`src/sgr_pkg.sv`:
```
`timescale 1ns / 1ps

package sgr_pkg;

  localparam int unsigned ParamW   = 16;
  localparam int unsigned RemW     = 5;
  localparam int unsigned RgbW     = 24;
  localparam int unsigned AttrW    = 7;
  localparam int unsigned InDataW  = 24;
  localparam int unsigned OutDataW = 80;
  localparam int unsigned CfgIdxW  = 1;

  localparam logic [CfgIdxW-1:0] CfgDefaultFg = 1'd0;
  localparam logic [CfgIdxW-1:0] CfgDefaultBg = 1'd1;

  localparam logic [RgbW-1:0] DefaultFgReset = 24'hDCDCDC;
  localparam logic [RgbW-1:0] DefaultBgReset = 24'h000000;

  // Parser phases.
  localparam logic [2:0] PhNormal = 3'd0;
  localparam logic [2:0] PhMode   = 3'd1;
  localparam logic [2:0] PhIndex  = 3'd2;
  localparam logic [2:0] PhRed    = 3'd3;
  localparam logic [2:0] PhGreen  = 3'd4;
  localparam logic [2:0] PhBlue   = 3'd5;

  // Attribute bit positions.
  localparam int unsigned AttrBold      = 0;
  localparam int unsigned AttrItalic    = 1;
  localparam int unsigned AttrUnderline = 2;
  localparam int unsigned AttrBlink     = 3;
  localparam int unsigned AttrReverse   = 4;
  localparam int unsigned AttrHidden    = 5;
  localparam int unsigned AttrStrike    = 6;

  // A colour keeps the unused half at zero, so it can be shown as is.
  typedef struct packed {
    logic            is_rgb;
    logic [7:0]      index;
    logic [RgbW-1:0] rgb;
  } colour_t;

  typedef struct packed {
    colour_t          fg;
    colour_t          bg;
    logic [AttrW-1:0] attr;
    logic [2:0]       phase;
    logic             target_bg;
    logic [15:0]      red_green;
  } sgr_state_t;

  typedef struct packed {
    logic [ParamW-1:0] param;
    logic [RemW-1:0]   remaining_after;
  } sgr_item_t;

  typedef struct packed {
    logic [RgbW-1:0] fg;
    logic [RgbW-1:0] bg;
  } sgr_defaults_t;

  function automatic colour_t make_rgb(input logic [RgbW-1:0] rgb);
    colour_t c;
    c.is_rgb = 1'b1;
    c.index  = 8'd0;
    c.rgb    = rgb;
    return c;
  endfunction

  function automatic colour_t make_index(input logic [7:0] idx);
    colour_t c;
    c.is_rgb = 1'b0;
    c.index  = idx;
    c.rgb    = '0;
    return c;
  endfunction

endpackage

```
`src/sgr_decode.sv`:
```
`timescale 1ns / 1ps

module sgr_decode (
  input  sgr_pkg::sgr_state_t    state_i,
  input  sgr_pkg::sgr_item_t     item_i,
  input  sgr_pkg::sgr_defaults_t defaults_i,
  output sgr_pkg::sgr_state_t    state_o
);
  import sgr_pkg::*;

  logic [ParamW-1:0] p;
  logic [RemW-1:0]   rem;
  logic [7:0]        p_lo;
  colour_t           new_colour;
  logic              set_colour;

  assign p    = item_i.param;
  assign rem  = item_i.remaining_after;
  assign p_lo = p[7:0];

  always_comb begin
    state_o    = state_i;
    new_colour = make_index(p_lo);
    set_colour = 1'b0;

    case (state_i.phase)
      PhMode: begin
        if (p == 16'd5 && rem >= 5'd1) begin
          state_o.phase = PhIndex;
        end else if (p == 16'd2 && rem >= 5'd3) begin
          state_o.phase = PhRed;
        end else begin
          state_o.phase = PhNormal;
        end
      end
      PhIndex: begin
        new_colour    = make_index(p_lo);
        set_colour    = 1'b1;
        state_o.phase = PhNormal;
      end
      PhRed: begin
        state_o.red_green = {p_lo, 8'd0};
        state_o.phase     = PhGreen;
      end
      PhGreen: begin
        state_o.red_green = {state_i.red_green[15:8], p_lo};
        state_o.phase     = PhBlue;
      end
      PhBlue: begin
        new_colour    = make_rgb({state_i.red_green, p_lo});
        set_colour    = 1'b1;
        state_o.phase = PhNormal;
      end
      default: begin
        state_o.phase = PhNormal;
        case (p)
          16'd0: begin
            state_o.fg   = make_rgb(defaults_i.fg);
            state_o.bg   = make_rgb(defaults_i.bg);
            state_o.attr = '0;
          end
          16'd1:  state_o.attr[AttrBold]      = 1'b1;
          16'd3:  state_o.attr[AttrItalic]    = 1'b1;
          16'd4:  state_o.attr[AttrUnderline] = 1'b1;
          16'd5:  state_o.attr[AttrBlink]     = 1'b1;
          16'd7:  state_o.attr[AttrReverse]   = 1'b1;
          16'd8:  state_o.attr[AttrHidden]    = 1'b1;
          16'd9:  state_o.attr[AttrStrike]    = 1'b1;
          16'd22: state_o.attr[AttrBold]      = 1'b0;
          16'd23: state_o.attr[AttrItalic]    = 1'b0;
          16'd24: state_o.attr[AttrUnderline] = 1'b0;
          16'd25: state_o.attr[AttrBlink]     = 1'b0;
          16'd27: state_o.attr[AttrReverse]   = 1'b0;
          16'd28: state_o.attr[AttrHidden]    = 1'b0;
          16'd29: state_o.attr[AttrStrike]    = 1'b0;
          16'd39: state_o.fg = make_rgb(defaults_i.fg);
          16'd49: state_o.bg = make_rgb(defaults_i.bg);
          16'd38, 16'd48: begin
            // An extended colour with nothing after it is dropped.
            if (rem != '0) begin
              state_o.target_bg = (p == 16'd48);
              state_o.phase     = PhMode;
            end
          end
          default: begin
            if (p >= 16'd30 && p <= 16'd37) begin
              state_o.fg = make_index(p_lo - 8'd30);
            end else if (p >= 16'd40 && p <= 16'd47) begin
              state_o.bg = make_index(p_lo - 8'd40);
            end else if (p >= 16'd90 && p <= 16'd97) begin
              state_o.fg = make_index(p_lo - 8'd82);
            end else if (p >= 16'd100 && p <= 16'd107) begin
              state_o.bg = make_index(p_lo - 8'd92);
            end
          end
        endcase
      end
    endcase

    if (set_colour) begin
      if (state_i.target_bg) begin
        state_o.bg = new_colour;
      end else begin
        state_o.fg = new_colour;
      end
    end
  end

endmodule

```
`src/sgr_attribute_decoder_top.sv`:
```
`timescale 1ns / 1ps

// SGR attribute decoder. Each input item carries one SGR parameter and the
// count of parameters that follow it; each item yields exactly one result
// item holding the updated foreground, background and attribute flags. The
// block takes one item per clock cycle while the output is not stalled: an
// item is registered on entry, decoded by a single combinational step
// against the held colour state, and the result is registered at the
// output, where it is offered. Input and output stall independently only as
// far as the one-entry input and output registers allow. Default colours are
// written through the cfg port and take effect at the next code 0, 39 or 49.
module sgr_attribute_decoder_top (
  input  logic                                clk_i,
  input  logic                                rst_ni,

  input  logic                                cfg_we_i,
  input  logic [sgr_pkg::CfgIdxW-1:0]         cfg_idx_i,
  input  logic [sgr_pkg::RgbW-1:0]            cfg_wdata_i,

  input  logic                                s_axis_tvalid,
  output logic                                s_axis_tready,
  // param [15:0], remaining_after [20:16], zero [23:21]
  input  logic [sgr_pkg::InDataW-1:0]         s_axis_tdata,

  output logic                                m_axis_tvalid,
  input  logic                                m_axis_tready,
  // fg_is_rgb [0], fg_index [8:1], fg_red [16:9], fg_green [24:17],
  // fg_blue [32:25], bg_is_rgb [33], bg_index [41:34], bg_red [49:42],
  // bg_green [57:50], bg_blue [65:58], attr_flags [72:66], zero [79:73]
  output logic [sgr_pkg::OutDataW-1:0]        m_axis_tdata
);
  import sgr_pkg::*;

  sgr_defaults_t dflt_q;
  sgr_state_t    state_q, state_d;
  sgr_item_t     item_q;
  logic          in_valid_q;
  logic          out_valid_q;
  logic [OutDataW-1:0] out_data_q;
  logic          out_free;
  logic          advance;

  assign out_free      = !out_valid_q || m_axis_tready;
  assign advance       = in_valid_q && out_free;
  assign s_axis_tready = !in_valid_q || out_free;
  assign m_axis_tvalid = out_valid_q;
  assign m_axis_tdata  = out_data_q;

  always_ff @(posedge clk_i or negedge rst_ni) begin
    if (!rst_ni) begin
      dflt_q.fg <= DefaultFgReset;
      dflt_q.bg <= DefaultBgReset;
    end else if (cfg_we_i) begin
      case (cfg_idx_i)
        CfgDefaultFg: dflt_q.fg <= cfg_wdata_i;
        CfgDefaultBg: dflt_q.bg <= cfg_wdata_i;
        default: ;
      endcase
    end
  end

  always_ff @(posedge clk_i or negedge rst_ni) begin
    if (!rst_ni) begin
      in_valid_q <= 1'b0;
    end else if (s_axis_tready) begin
      in_valid_q <= s_axis_tvalid;
    end
  end

  always_ff @(posedge clk_i) begin
    if (s_axis_tready && s_axis_tvalid) begin
      item_q.param           <= s_axis_tdata[ParamW-1:0];
      item_q.remaining_after <= s_axis_tdata[ParamW+RemW-1:ParamW];
    end
  end

  sgr_decode u_decode (
    .state_i    (state_q),
    .item_i     (item_q),
    .defaults_i (dflt_q),
    .state_o    (state_d)
  );

  always_ff @(posedge clk_i or negedge rst_ni) begin
    if (!rst_ni) begin
      state_q.fg        <= make_rgb(DefaultFgReset);
      state_q.bg        <= make_rgb(DefaultBgReset);
      state_q.attr      <= '0;
      state_q.phase     <= PhNormal;
      state_q.target_bg <= 1'b0;
      state_q.red_green <= '0;
    end else if (advance) begin
      state_q <= state_d;
    end
  end

  always_ff @(posedge clk_i or negedge rst_ni) begin
    if (!rst_ni) begin
      out_valid_q <= 1'b0;
    end else if (out_free) begin
      out_valid_q <= in_valid_q;
    end
  end

  always_ff @(posedge clk_i) begin
    if (advance) begin
      out_data_q <= {7'd0,
                     state_d.attr,
                     state_d.bg.rgb[7:0], state_d.bg.rgb[15:8], state_d.bg.rgb[23:16],
                     state_d.bg.index, state_d.bg.is_rgb,
                     state_d.fg.rgb[7:0], state_d.fg.rgb[15:8], state_d.fg.rgb[23:16],
                     state_d.fg.index, state_d.fg.is_rgb};
    end
  end

endmodule

```
`config.mk`:
```
export PLATFORM = sky130hd
export DESIGN_NAME = sgr_attribute_decoder_top
export DESIGN_NICKNAME = d
export VERILOG_FILES = /design/src/sgr_pkg.sv /design/src/sgr_decode.sv /design/src/sgr_attribute_decoder_top.sv
export SDC_FILE = /design/constraint.sdc
export NUM_CORES = 1
export LEC_CHECK = 0
export BUFFER_PORTS_ARGS = -buffer_cell sky130_fd_sc_hd__buf_2
export CAP_MARGIN = 40
export CORE_UTILIZATION = 35
export DETAILED_ROUTE_END_ITERATION = 12
export HOLD_SLACK_MARGIN = 0.15
export SYNTH_ARGS = -nofsm -noshare
export SYNTH_HDL_FRONTEND = slang
export SYNTH_SLANG_ARGS = --single-unit
export TNS_END_PERCENT = 5
```
`constraint.sdc`:
```
create_clock -name clk_i -period 6.2 [get_ports clk_i]
set_clock_uncertainty 0.05 [all_clocks]
set_input_delay 0.31 -clock clk_i [delete_from_list [all_inputs] [get_ports clk_i]]
set_output_delay 0.31 -clock clk_i [all_outputs]
set_load 0.01 [all_outputs]
```
==> key figures <==
STA
  • Max-slew headroom: 0.376
  • Worst setup margin: 2.15 ns
  • Number of hold violations in the final report: 0
  • FMAX: 247 MHz
  • Fin crit share: 0.654
  • Worst-Margin Slew: approximately 0.94 ns
  • Fin crit period: between 4 and 5 ns
  • Final setup vio count: 0
  • Hold_ws: about 0.28 ns
  • RSZ-0062 raised after global routing: no
  • Total negative setup slack: 0 ns
  • Final Max Tran Viols: 0

Outcome
  • Failing checks: design-rule violations
  • Status: finished with violations

Global route
  • GRT Overall Usage: 0.186
  • Vias in the first global route: 8,145
  • First-pass GRT wire length: 47,700 microns
  • Global route overflow: 0
  • Initial antenna violation count: 0
  • Largest net degree at the start of global routing: 69

Logic synthesis
  • Ys flop type: dfrtp_1
  • Post-synthesis sequential area ratio: 0.582
  • Synth cell types: 75
  • Post-synth top area cell: edfxtp_1
  • Yosys top cell area share: 0.255
  • Syn Area/Cell: 11.7 sq um
  • EDFF count, synth: 94
  • Yosys warns: 0
  • Asr flop ratio synth: 0.603
  • Seq cells post-synth: 237
  • Post-Synthesis Cells: between 900 and 1k
  • Area contributors post-synth: edfxtp_1 (26%), dfrtp_1 (25%), dfstp_2 (7.6%)
  • Netlist Area Pre-Place: 11,100 sq um

Cells and area
  • Share of layout cells above drive strength 1: 0.275
  • Area of the multi-input gates: between 4000 and 5000 sq um
  • Most frequent cells in the layout: buf_2 (125), dfrtp_1 (111), edfxtp_1 (94)
  • Diode count: 0
  • Area Overhead vs Synth: 22.8%
  • Final core occ: 0.441
  • Most common cell after layout, fill and taps aside: buf_2
  • Filler cell count: 2,908
  • Sequential cell area: 6440 sq um
  • Final Net Count: 1,171

Placed design
  • IO Port Bufs: between 100 and 150
  • Gpl congestion: 0.883
  • Post-DP HPWL: 19,000 microns
  • Setup WS pre-CTS: between 2 and 2.5 ns

Setup path
  • Worst Reg-to-Reg Cells: 10
  • Worst-path fanout max: 29
  • Worst Path Required: around 6.6 ns
  • CP endpoint kind: register
  • Critical Path AT: 4.44 ns
  • Kind of critical path: reg2reg
  • Crit path launch type: register

Die
  • Die height: 180 microns
  • Initial Util: 0.359
  • Placeable Area: 30,800 sq um
  • # IOs: ~140
  • Die span in x: ~180 microns
  • Die area: 32,300 sq um
  • Cell Rows: 64

Min path
  • Hold Crit Class: in2async

Clock tree
  • CTS tree: built
  • Clock-pin slew on the worst setup and hold paths: 0.06 ns
  • Post-CTS setup buffer count: 0
  • Clock sinks: 237
  • H-tree level count: 1
  • Clk_lat worst skew: between 0.5 and 0.6 ns
  • Clock buffer depth: 3
  • Clock buffer count from CTS: 26
  • Clock root buffer: clkbuf_16

Route
  • Post-DRT Antenna Nets: 0
  • Routed WL: 30,400 microns
  • Routed WL per cell: ~20 microns
  • Pre-antenna DRT Iters: 11
  • Vias per std cell: around 5.5
  • # DRC: 12
  • Vias: 8,330
  • Initial DRC count: 726

Power
  • LEAKAGE: 0.00565 uW
  • Cell Pwr Density: 285 nW/um^2
  • Worst ir drop on vdd: 0.000225 V

Job
  • Max-capacitance violation count: 0
## sequential cells by signal, indices dropped and copies added, names as in the netlist
name / cells
m_axis_tdata: 73
state_q: 93
m_axis_tvalid: 1
item_q: 21
in_valid_q: 1
dflt_q: 48
## through the flow
step	cell area, sq um	power [uW]	cells
CTS	13600	3910	1522
finish	13600	3870	1522
global route	13600	4020	1522
global placement	12000	2140	1419
floorplan	11100	2020	953
detailed placement	12100	2160	1425
## path summary, 6_finish.rpt
kind / start / endpoint / slack [ns]
min: rst_ni / state_q[21] / 0.28
max reg2reg: item_q[8] / state_q[57] / 2.15
max in group asynchronous: rst_ni / dflt_q[31] / 4.55
min reg2reg: state_q[80] / state_q[80] / 0.42
min in group clk_i: cfg_idx_i / dflt_q[26] / 0.41
max: item_q[8] / state_q[57] / 2.15
## final cells by class
type                            count  area share
Inverter                           42      0.0118
Sequential cell                   237       0.474
Clock buffer                       26      0.0479
Tap cell                          396      0.0365
Multi-Input combinational cell    600       0.306
Clock inverter                     22      0.0230
Timing Repair Buffer              199       0.101
## cells in the mapped netlist, types with 5 or more instances
cell	number
and2_1	6
o21ai_0	56
nor2_1	34
a22oi_1	50
mux2_2	57
o22ai_1	12
nand2b_1	6
o211ai_1	8
o2bb2ai_1	27
dfrtp_1	111
buf_4	8
a211oi_1	5
buf_2	16
nand3_1	14
a22o_1	31
a21oi_1	28
clkbuf_1	43
a21o_1	25
nor3_1	14
a32oi_1	6
nor4_1	5
dfstp_2	32
nor2b_1	10
and3_1	10
a31oi_1	8
a221o_1	5
edfxtp_1	94
nand2_1	92
inv_1	41
ha_1	11
## worst max-delay path, stage by stage, from the launching register on
cell and delay, ns:
edfxtp_1 0.66, inv_1 0.33, ha_1 0.40, nor3b_1 0.18, and4_1 0.26, a211oi_2 0.52
a21oi_1 0.29, a41o_1 0.31, buf_4 0.21, nand2b_4 0.35, a32o_1 0.33
## where the power goes
group / switching [uW] / leakage [uW] / internal (uW)
clock network: 656 / 0.000460 / 1060
logic: 186 / 0.00264 / 142
registers: 60.3 / 0.00256 / 1760
## cell families after synthesis
family	after synthesis	share of synthesized area
AO/OA/AOI/OAI	300	0.195
XOR/XNOR	3	0.00237
adder cells (fa/ha/maj)	11	0.0124
buffers and inverters	116	0.0459
flip-flops	237	0.582
multiplexers	57	0.0580
other	1	0.000339
AND/OR/NAND/NOR	222	0.104
## layer usage
layer,vias up,part of all wire,GRT usage
li1,3842,-,-
met1,4166,0.47,0.274
met2,275,0.45,0.285
met3,47,0.059,0.0261
met4,0,0.024,0.0545
met5,-,0,0
## what timing repair did
action | CTS | global route
hold buffers | 49 | 0
setup endpoints to repair | 0 | 0
resized for setup | 0 | 0
hold endpoints to repair | 139 | 0
No activity file was read; power rests on OpenSTA's default activity.
